<file path="src/rtl/tcw_pkg.sv">
// shared constants and types for the text console writer
package tcw_pkg;

    // screen geometry
    localparam int SCREEN_COLS = 80;
    localparam int SCREEN_ROWS = 25;
    localparam int CELL_COUNT  = SCREEN_COLS * SCREEN_ROWS;
    localparam int COPY_CELLS  = CELL_COUNT - SCREEN_COLS;
    localparam int ADDR_W      = $clog2(CELL_COUNT);
    localparam int ROW_W       = $clog2(SCREEN_ROWS);
    localparam int COL_W       = $clog2(SCREEN_COLS);

    // stream widths
    localparam int IN_DATA_W  = 24;
    localparam int OUT_DATA_W = 32;

    // character and attribute codes
    localparam logic [7:0] NEWLINE_CODE = 8'd10;
    localparam logic [7:0] SPACE_CODE   = 8'h20;
    localparam logic [7:0] RESET_ATTR   = 8'h07;

    // one input item
    typedef struct packed {
        logic       func;
        logic [7:0] char_code;
        logic [4:0] read_row;
        logic [6:0] read_col;
    } t_item;

    // screen store access request
    typedef struct packed {
        logic              wr_en;
        logic [ADDR_W-1:0] wr_addr;
        logic [15:0]       wr_data;
        logic              rd_en;
        logic [ADDR_W-1:0] rd_addr;
    } t_ram_req;

    // finished result from the sequencer
    typedef struct packed {
        logic       valid;
        logic [7:0] cell_char;
        logic [7:0] cell_attr;
        logic [4:0] cursor_row;
        logic [6:0] cursor_col;
        logic       scrolled;
    } t_result;

endpackage

</file>
<file path="src/rtl/tcw_sequencer.sv">
// cursor state, shared address unit and sequencer for puts, reads, scroll and clear
module tcw_sequencer (
    input  logic              i_clk,
    input  logic              i_rst_n,
    input  logic              i_item_valid,
    input  tcw_pkg::t_item    i_item,
    output logic              o_item_ready,
    input  logic [7:0]        i_attr,
    input  logic              i_slot_free,
    input  logic [15:0]       i_rd_data,
    output tcw_pkg::t_ram_req o_ram_req,
    output tcw_pkg::t_result  o_result
);
    import tcw_pkg::*;

    localparam logic [2:0] S_CLEAR = 3'd0;
    localparam logic [2:0] S_IDLE  = 3'd1;
    localparam logic [2:0] S_COPY  = 3'd2;
    localparam logic [2:0] S_FILL  = 3'd3;
    localparam logic [2:0] S_DONE  = 3'd4;

    logic [2:0]        r_state,    n_state;
    logic [ADDR_W-1:0] r_cnt,      n_cnt;
    logic [ROW_W-1:0]  r_row,      n_row;
    logic [COL_W-1:0]  r_col,      n_col;
    logic              r_func,     n_func;
    logic              r_hit,      n_hit;
    logic              r_scrolled, n_scrolled;
    logic              r_wpend,    n_wpend;
    logic [ADDR_W-1:0] r_wdst,     n_wdst;

    logic [ADDR_W-1:0] u_row;
    logic [ADDR_W-1:0] u_off;
    logic [ADDR_W-1:0] u_addr;

    logic              w_accept;
    logic              w_is_nl;
    logic              w_hit;
    logic              w_col_last;
    logic              w_row_last;
    logic              w_row_inc;
    logic              w_scroll;
    logic [COL_W-1:0]  w_col_put;
    logic [ROW_W-1:0]  w_row_put;

    // shared address unit: row times width plus offset
    assign u_addr = ADDR_W'(u_row * ADDR_W'(SCREEN_COLS) + u_off);

    // put and read decode
    assign w_accept   = i_item_valid && (r_state == S_IDLE);
    assign w_is_nl    = (i_item.char_code == NEWLINE_CODE);
    assign w_hit      = (32'(i_item.read_row) < SCREEN_ROWS)
                     && (32'(i_item.read_col) < SCREEN_COLS);
    assign w_col_last = (r_col == COL_W'(SCREEN_COLS - 1));
    assign w_row_last = (r_row == ROW_W'(SCREEN_ROWS - 1));
    assign w_row_inc  = w_is_nl || w_col_last;
    assign w_scroll   = w_row_inc && w_row_last;
    assign w_col_put  = w_row_inc ? '0 : COL_W'(r_col + 1'b1);
    assign w_row_put  = (w_row_inc && !w_row_last) ? ROW_W'(r_row + 1'b1) : r_row;

    // next state and store requests
    always_comb begin
        n_state    = r_state;
        n_cnt      = r_cnt;
        n_row      = r_row;
        n_col      = r_col;
        n_func     = r_func;
        n_hit      = r_hit;
        n_scrolled = r_scrolled;
        n_wpend    = r_wpend;
        n_wdst     = r_wdst;
        u_row      = '0;
        u_off      = '0;
        o_ram_req  = '0;
        case (r_state)
            S_CLEAR: begin
                u_off             = r_cnt;
                o_ram_req.wr_en   = 1'b1;
                o_ram_req.wr_addr = u_addr;
                o_ram_req.wr_data = {RESET_ATTR, SPACE_CODE};
                if (r_cnt == ADDR_W'(CELL_COUNT - 1)) begin
                    n_cnt   = '0;
                    n_state = S_IDLE;
                end else begin
                    n_cnt = ADDR_W'(r_cnt + 1'b1);
                end
            end
            S_IDLE: begin
                if (i_item.func) begin
                    u_row = ADDR_W'(i_item.read_row);
                    u_off = ADDR_W'(i_item.read_col);
                end else begin
                    u_row = ADDR_W'(r_row);
                    u_off = ADDR_W'(r_col);
                end
                if (w_accept) begin
                    n_func     = i_item.func;
                    n_hit      = w_hit;
                    n_scrolled = 1'b0;
                    n_wpend    = 1'b0;
                    n_cnt      = '0;
                    if (i_item.func) begin
                        o_ram_req.rd_en   = w_hit;
                        o_ram_req.rd_addr = u_addr;
                        n_state           = S_DONE;
                    end else begin
                        o_ram_req.wr_en   = !w_is_nl;
                        o_ram_req.wr_addr = u_addr;
                        o_ram_req.wr_data = {i_attr, i_item.char_code};
                        n_col             = w_col_put;
                        n_row             = w_row_put;
                        n_scrolled        = w_scroll;
                        n_state           = w_scroll ? S_COPY : S_DONE;
                    end
                end
            end
            S_COPY: begin
                // read one row ahead, write the cell read in the cycle before
                u_row             = ADDR_W'(1);
                u_off             = r_cnt;
                o_ram_req.wr_en   = r_wpend;
                o_ram_req.wr_addr = r_wdst;
                o_ram_req.wr_data = i_rd_data;
                if (r_cnt == ADDR_W'(COPY_CELLS)) begin
                    n_wpend = 1'b0;
                    n_state = S_FILL;
                end else begin
                    o_ram_req.rd_en   = 1'b1;
                    o_ram_req.rd_addr = u_addr;
                    n_wdst            = r_cnt;
                    n_wpend           = 1'b1;
                    n_cnt             = ADDR_W'(r_cnt + 1'b1);
                end
            end
            S_FILL: begin
                u_off             = r_cnt;
                o_ram_req.wr_en   = 1'b1;
                o_ram_req.wr_addr = u_addr;
                o_ram_req.wr_data = {i_attr, SPACE_CODE};
                if (r_cnt == ADDR_W'(CELL_COUNT - 1)) begin
                    n_state = S_DONE;
                end else begin
                    n_cnt = ADDR_W'(r_cnt + 1'b1);
                end
            end
            S_DONE: begin
                if (i_slot_free) begin
                    n_state = S_IDLE;
                end
            end
            default: begin
                n_cnt   = '0;
                n_state = S_CLEAR;
            end
        endcase
    end

    // state registers
    always_ff @(posedge i_clk) begin
        if (!i_rst_n) begin
            r_state    <= S_CLEAR;
            r_cnt      <= '0;
            r_row      <= '0;
            r_col      <= '0;
            r_func     <= 1'b0;
            r_hit      <= 1'b0;
            r_scrolled <= 1'b0;
            r_wpend    <= 1'b0;
        end else begin
            r_state    <= n_state;
            r_cnt      <= n_cnt;
            r_row      <= n_row;
            r_col      <= n_col;
            r_func     <= n_func;
            r_hit      <= n_hit;
            r_scrolled <= n_scrolled;
            r_wpend    <= n_wpend;
        end
    end

    // copy destination, payload only
    always_ff @(posedge i_clk) begin
        r_wdst <= n_wdst;
    end

    // handshake and result
    assign o_item_ready = (r_state == S_IDLE);

    always_comb begin
        o_result            = '0;
        o_result.valid      = (r_state == S_DONE);
        o_result.cell_char  = (r_func && r_hit) ? i_rd_data[7:0]  : 8'd0;
        o_result.cell_attr  = (r_func && r_hit) ? i_rd_data[15:8] : 8'd0;
        o_result.cursor_row = 5'(r_row);
        o_result.cursor_col = 7'(r_col);
        o_result.scrolled   = r_scrolled;
    end

endmodule

</file>
<file path="config.mk">
export PLATFORM = sky130hd
export DESIGN_NAME = tcw_sequencer
export DESIGN_NICKNAME = d
export VERILOG_FILES = /design/src/rtl/tcw_pkg.sv /design/src/rtl/tcw_sequencer.sv
export SDC_FILE = /design/constraint.sdc
export NUM_CORES = 1
export LEC_CHECK = 0
export ABC_AREA = 1
export BUFFER_PORTS_ARGS = -buffer_cell sky130_fd_sc_hd__buf_2
export CAP_MARGIN = 40
export CORE_ASPECT_RATIO = 1.1
export CORE_MARGIN = 5
export CORE_UTILIZATION = 35
export CTS_BUF_LIST = sky130_fd_sc_hd__clkbuf_4
export CTS_CLUSTER_DIAMETER = 30
export DETAILED_ROUTE_END_ITERATION = 7
export PLACE_DENSITY = 0.71
export SETUP_SLACK_MARGIN = 0.1
export SYNTH_ARGS = -nofsm -noshare
export SYNTH_HDL_FRONTEND = slang
export SYNTH_SLANG_ARGS = --single-unit
</file>
<file path="constraint.sdc">
create_clock -name i_clk -period 6.3 [get_ports i_clk]
set_input_delay 0.945 -clock i_clk [delete_from_list [all_inputs] [get_ports i_clk]]
set_output_delay 0.945 -clock i_clk [all_outputs]
set_load 0.02 [all_outputs]
</file>
==> impl_metrics.yaml, run 1 <==
outcome:
  status: "complete, no violations"
final_layout:
  drive_above_1_share: 0.247
  final_nets: 682
  finalInstanceArea_um2: 3960
  area_growth_pct: 22.3
  diodes: 0
synth:
  ys_seq_elements: 41
  synth_compound_area_frac: 0.167
  syn_nets: 568
  synth_top_area_frac: 0.186
  yosysWarnings: 0
  synthMuxAreaShare: 0
  synth_simple_gate_area_frac: 0.332
  syn_area_per_cell_um2: 6.47
  synth_area_um2: 3240
  synth_top_family_by_area: "simple AND/OR/NAND/NOR gates"
  synth-adder-area-share: 0.0781
  synth_area_leaders: "dfxtp_1 (19%), nand2_1 (14%), edfxtp_1 (10%), inv_1 (8.1%), nor2_1 (7.9%)"
  synth_cell_types: 38
  synth_xor_xnor_area_share: 0.0217
  synth_top_cell_by_area: "dfxtp_1"
  synthCells: 500
  yosysSeqAreaShare: 0.288
clock_tree:
  cts_resized: 0
  cts.clk_slew.worst_paths_ns: 0.12
  clk_latency_ns: 0.37
  hold_buffers: 0
  clock_sink_count: 41
  cts_htree_levels: 2
  cts_made_buffers: 5
  cts_setup_buffers: 0
  cts_tree: "yes"
  ctsLongestPathBuffers: 2
  root_buffer: "clkbuf_4"
worst_setup_path:
  end_kind: "output port"
  path_class: "input pin to output port"
  reg2reg_from: "r_cnt[0]$_SDFFE_PN0P_"
  critPathBufInv: 4
  path_delay_family: "adder cells"
  worstPathArrival_ns: 4.13
  path_cells: "buf_2 -> inv_1 -> nand2_1 -> a21oi_1 -> ha_1 -> ha_1 -> fa_1 -> xor2_1 -> ha_1 -> a21oi_1 -> o21ai_0 -> a21oi_1 -> inv_1 -> nand2_1 -> nand2_1 -> nor2_1 -> buf_2"
  startpoint: "i_item[20]"
  slowest_delay_ns: 0.38
  path_max_fanout: 16
  cp_slowest_cell: "fa_1"
  cp.required_ns: 5.35
  r2r_slack_ns: 4.03
  worstSetupStartpointType: "input pin"
power:
  combPwrFrac: 0.324
  p_leak_nw: 2.10
  peakVddDrop_v: 0.0000618
  p_int_uw: 389
  p_seq_frac: 0.461
  power_frac_clock: 0.216
  switchingPower_uw: 245
  switching_share: 0.387
  p_per_area_nw_per_um2: 160
  power_uw: 634
min_path:
  hp-class: "flop to flop"
  min_from: "r_wpend$_SDFFE_PN0P_"
floorplan:
  die_h_um: 111
  die_area_um2: 11300
  io_pins: 120
  die_w_um: 102
  initial_core_util: 0.361
  core_um2: 8960
  rows: 36
job:
  timing.max_cap.violations: 0
timing:
  setup_viol: 0
  finalCritPeriodShare: 0.806
  slew_violations: 0
  max_freq_mhz: 197
  period_minus_slack_ns: 5.08
  rsz0062_at_grt: "no"
  finalSetupTns_ns: 0
  tightest_slew_ns: 0.724
  fin_ws_ns: 1.22
  hold_violations: 0
  max_slew_margin: 0.517
  fin_skew_ns: 0.0123
place:
  place_ws_ns: 1.24
  postPlaceCellArea_um2: 3900
  globalplace.congestion: 1.01
  io_buffers: 119
  dpl.hpwl_um: 8750
global_route:
  first_global_vias: 3486
  grt_pass1_wl_um: 16400
  overflow: 0
  antenna_found_initial: 0
  grt_usage: 0.182
  grt_max_degree: 19
routing:
  postRouteAntennaNets: 0
  first_pass_iters: 5
  routed_wl_um: 10700
  via_per_inst: 5.19
  routedWlPerCell_um: 14.7
  first_iter_violations: 288
  remaining_drc_errors: 0
  vias: 3785
==> registers in the layout, summed over array words and instances, names as in the netlist <==
register    cells
r_wpend         1
r_cnt          11
r_hit           1
r_wdst         11
r_state         3
r_func          1
r_row           5
r_scrolled      1
r_col           7
==> area by class of cell <==
| cell class | count | area (um2) |
|---|---|---|
| Clock buffer | 5 | 37.5 |
| Clock inverter | 3 | 16.3 |
| Fill cell | 922 | 5010 |
| Inverter | 76 | 288 |
| Multi-Input combinational cell | 370 | 1940 |
| Sequential cell | 41 | 931 |
| Tap cell | 114 | 143 |
| Timing Repair Buffer | 120 | 603 |
==> cell usage after synthesis (all sizes together) <==
cell type,number
o21ai,43
inv,74
a21oi,34
o31ai,1
nand3b,4
nor3,10
a221o,1
ha,17
or2,1
clkbuf,8
nor4,1
fa,2
a21o,1
o211ai,3
dfxtp,30
nand3,24
xnor2,4
clkinv,2
buf,5
nor2,72
o22ai,9
edfxtp,11
nand2,128
a22oi,2
xor2,4
nand4,9
==> cells in the final DEF, fill, tap and decap left out, types with 3 or more instances in the layout <==
master / n
xnor2_1: 4
ha_1: 17
o21ai_0: 32
a21oi_1: 34
o21ai_2: 10
nand2_1: 124
buf_2: 119
nand3b_1: 4
nor3_1: 10
nand3_1: 24
edfxtp_1: 11
dfxtp_1: 30
inv_1: 70
nand4_1: 9
clkbuf_4: 5
inv_2: 3
xor2_1: 4
o22ai_1: 9
nor2_1: 68
o211ai_1: 3
==> per-stage QoR <==
stage / hold slack, ns / cells / utilization
floorplan: 0.439 / 500 / -
global placement: 0.448 / 720 / 0.435
detailed placement: 0.458 / 721 / 0.436
CTS: 0.477 / 729 / 0.442
global route: 0.516 / 729 / 0.442
finish: 0.479 / 729 / 0.442
==> routing by layer <==
| layer | vias up | track usage | wire length [um] |
|---|---|---|---|
| met5 | - | 0 | 0 |
| met4 | 0 | 0.0780 | 378 |
| met3 | 32 | 0.0315 | 1090 |
| met2 | 203 | 0.329 | 5260 |
| met1 | 1694 | 0.203 | 4020 |
| li1 | 1856 | - | - |
==> power groups by stage <==
stage	Combinational (mW)	Sequential (mW)	Clock, mW
finish	0.205	0.292	0.137
global route	0.224	0.294	0.149
CTS	0.206	0.292	0.138
detailed placement	0.205	0.298	0
global placement	0.201	0.297	0
floorplan	0.142	0.293	0
==> cells by family after synthesis <==
group,count (synthesis)
buffers and inverters,89
adder cells (fa/ha/maj),19
AO/OA/AOI/OAI,94
AND/OR/NAND/NOR,249
XOR/XNOR,8
flip-flops,41
==> worst paths after layout <==
path | endpoint | cells after the start
setup / recovery | o_ram_req[10] | 17
hold / removal | r_wpend$_SDFFE_PN0P_ | 2
setup reg to reg | r_cnt[3]$_SDFFE_PN0P_ | 10
hold reg to reg | r_wpend$_SDFFE_PN0P_ | 2
==> worst min-delay path, cell delays in order (launching register included) <==
cell	delay, ns
dfxtp_1	0.33
nand2_1	0.06
a21oi_1	0.05
No activity file was read; power rests on OpenSTA's default activity.
==> run 2: changes to the inputs <==
Settings changed: PLACE_DENSITY 0.71 to 0.73.
Clock period 6.3 ns to 4.6 ns, I/O delays scaled along.
==> run 2 against run 1 <==
Against the previous run:
- via count down 0.21%
- clock-buffer cell count is the same
- sequential share of layout area shrank 0.52 points
- core utilization up 0.99 points
- total power up 54%
- global-route usage rose by 0.41 points
- routed wire length is 1.0% lower
- non-clock buffer count grew 4
- flip-flop and latch count unchanged
- clock skew grew 0.0047 ns
- critical path type is now flop to output port
- die area is the same
- setup slack worse by 0.89 ns
==> impl_metrics.yaml, run 2 (synthesis results as in run 1) <==
place:
  postPlaceCellArea_um2: 3930
  dpl.hpwl_um: 8650
  io_buffers: 119
  place_ws_ns: 0.316
  placedCellCount: 725
  globalplace.congestion: 1.00
timing:
  finalCritPeriodShare: 0.929
  max_slew_margin: 0.543
  slew_violations: 0
  tightest_slew_ns: 0.685
  hold_violations: 0
  period_minus_slack_ns: 4.27
  setup_viol: 0
  fin_skew_ns: 0.0171
  rsz0062_at_grt: "no"
  max_freq_mhz: 234
  finalSetupTns_ns: 0
  fin_ws_ns: 0.328
final_layout:
  final_nets: 686
  reg_top3: "r_cnt x11, r_wdst x11, r_col x7"
  multi_input_area_um2: 1940
  finalNonFillerCells: 734
  seqCellArea_um2: 931
  fillers: 914
  final_util: 0.451
  finalInstanceArea_um2: 4050
  layout_common_cells: "nand2_1 (124), buf_2 (119), inv_1 (69)"
  final_common_cell: "nand2_1"
  area_growth_pct: 25.1
  drive_above_1_share: 0.255
global_route:
  grt_pass1_wl_um: 17000
  first_global_vias: 3620
  antenna_found_initial: 1
  overflow: 0
  grt_max_degree: 18
  grt_usage: 0.186
worst_setup_path:
  path_class: "flop to output port"
  path_cells: "nor2_1 -> nand2_2 -> a21oi_1 -> ha_1 -> ha_1 -> fa_1 -> xor2_1 -> ha_1 -> a21oi_1 -> o21ai_0 -> a21oi_1 -> inv_1 -> nand2_1 -> nand3b_1 -> nand2_1 -> buf_2"
  reg2regPathDepth: 10
  worstSetupStartpointType: "flop"
  startpoint: "r_state[1]$_SDFFE_PN0P_"
  worstReg2RegEnd: "r_cnt[4]$_SDFFE_PN0P_"
  reg2reg_from: "r_cnt[0]$_SDFFE_PN0P_"
  end_kind: "output port"
  slowest_delay_ns: 0.38
  r2r_slack_ns: 2.38
  worstSetupPathDepth: 16
  worstPathArrival_ns: 3.58
  critPathBufInv: 2
  path_delay_family: "adder cells"
  cp_slowest_cell: "fa_1"
  endpoint: "o_ram_req[38]"
  cp.required_ns: 3.91
  path_max_fanout: 12
job:
  timing.max_cap.violations: 0
clock_tree:
  cts_tree: "yes"
  cts.clk_slew.worst_paths_ns: 0.11
  cts_htree_levels: 2
  clk_latency_ns: 0.36
  hold_buffers: 0
  cts_made_buffers: 5
  cts_setup_buffers: 0
  clock_sink_count: 41
  ctsLongestPathBuffers: 2
  cts_resized: 0
  root_buffer: "clkbuf_4"
routing:
  via_per_inst: 5.15
  remaining_drc_errors: 0
  routedWlPerCell_um: 14.5
  first_pass_iters: 6
  first_iter_violations: 236
  routed_wl_um: 10600
  vias: 3777
  postRouteAntennaNets: 0
floorplan:
  initial_core_util: 0.361
  core_um2: 8960
  rows: 36
  die_area_um2: 11300
  die_h_um: 111
  die_w_um: 102
  io_pins: 120
outcome:
  status: "complete, no violations"
min_path:
  hp-class: "flop to flop"
power:
  p_leak_nw: 2.13
  peakVddDrop_v: 0.000172
  p_per_area_nw_per_um2: 241
==> run 2: worst min-delay path, cell delays in order (launching register included) <==
cell     delay (ns)
dfxtp_1        0.34
nand2_1        0.06
a21oi_1        0.06
==> run 2: per-layer routing <==
layer,track usage,wire (um),vias up
li1,-,-,1853
met1,0.219,4120,1715
met2,0.326,5140,180
met3,0.0258,1010,29
met4,0.0842,364,0
met5,0,0,-
==> run 2: final cells by class <==
| type | count | share of cell area |
|---|---|---|
| Multi-Input combinational cell | 370 | 0.480 |
| Inverter | 76 | 0.0720 |
| Clock inverter | 3 | 0.0161 |
| Tap cell | 114 | 0.0353 |
| Timing Repair Buffer | 124 | 0.156 |
| Sequential cell | 41 | 0.230 |
| Clock buffer | 5 | 0.00928 |
| Antenna cell | 1 | 0.000618 |
==> run 2: how the worst min path moves through the flow <==
stage | from | to | cells after the start
finish | r_wpend$_SDFFE_PN0P_ | r_wpend$_SDFFE_PN0P_ | 2
global route | r_wpend$_SDFFE_PN0P_ | r_wpend$_SDFFE_PN0P_ | 2
CTS | r_wpend$_SDFFE_PN0P_ | r_wpend$_SDFFE_PN0P_ | 2
detailed placement | r_wpend$_SDFFE_PN0P_ | r_wpend$_SDFFE_PN0P_ | 2
global placement | r_wpend$_SDFFE_PN0P_ | r_wpend$_SDFFE_PN0P_ | 2
floorplan | r_wpend$_SDFFE_PN0P_ | r_wpend$_SDFFE_PN0P_ | 2
==> run 2: power by group <==
part	internal [mW]	switching, mW	total, mW
clock	0.168	0.123	0.291
sequential	0.381	0.0173	0.399
combinational	0.0941	0.191	0.285
==> run 2: stage by stage <==
step / hold slack, ns / total power [mW]
global placement: 0.446 / 0.684
global route: 0.525 / 1.03
CTS: 0.503 / 0.980
finish: 0.502 / 0.975
detailed placement: 0.453 / 0.690
floorplan: 0.439 / 0.596
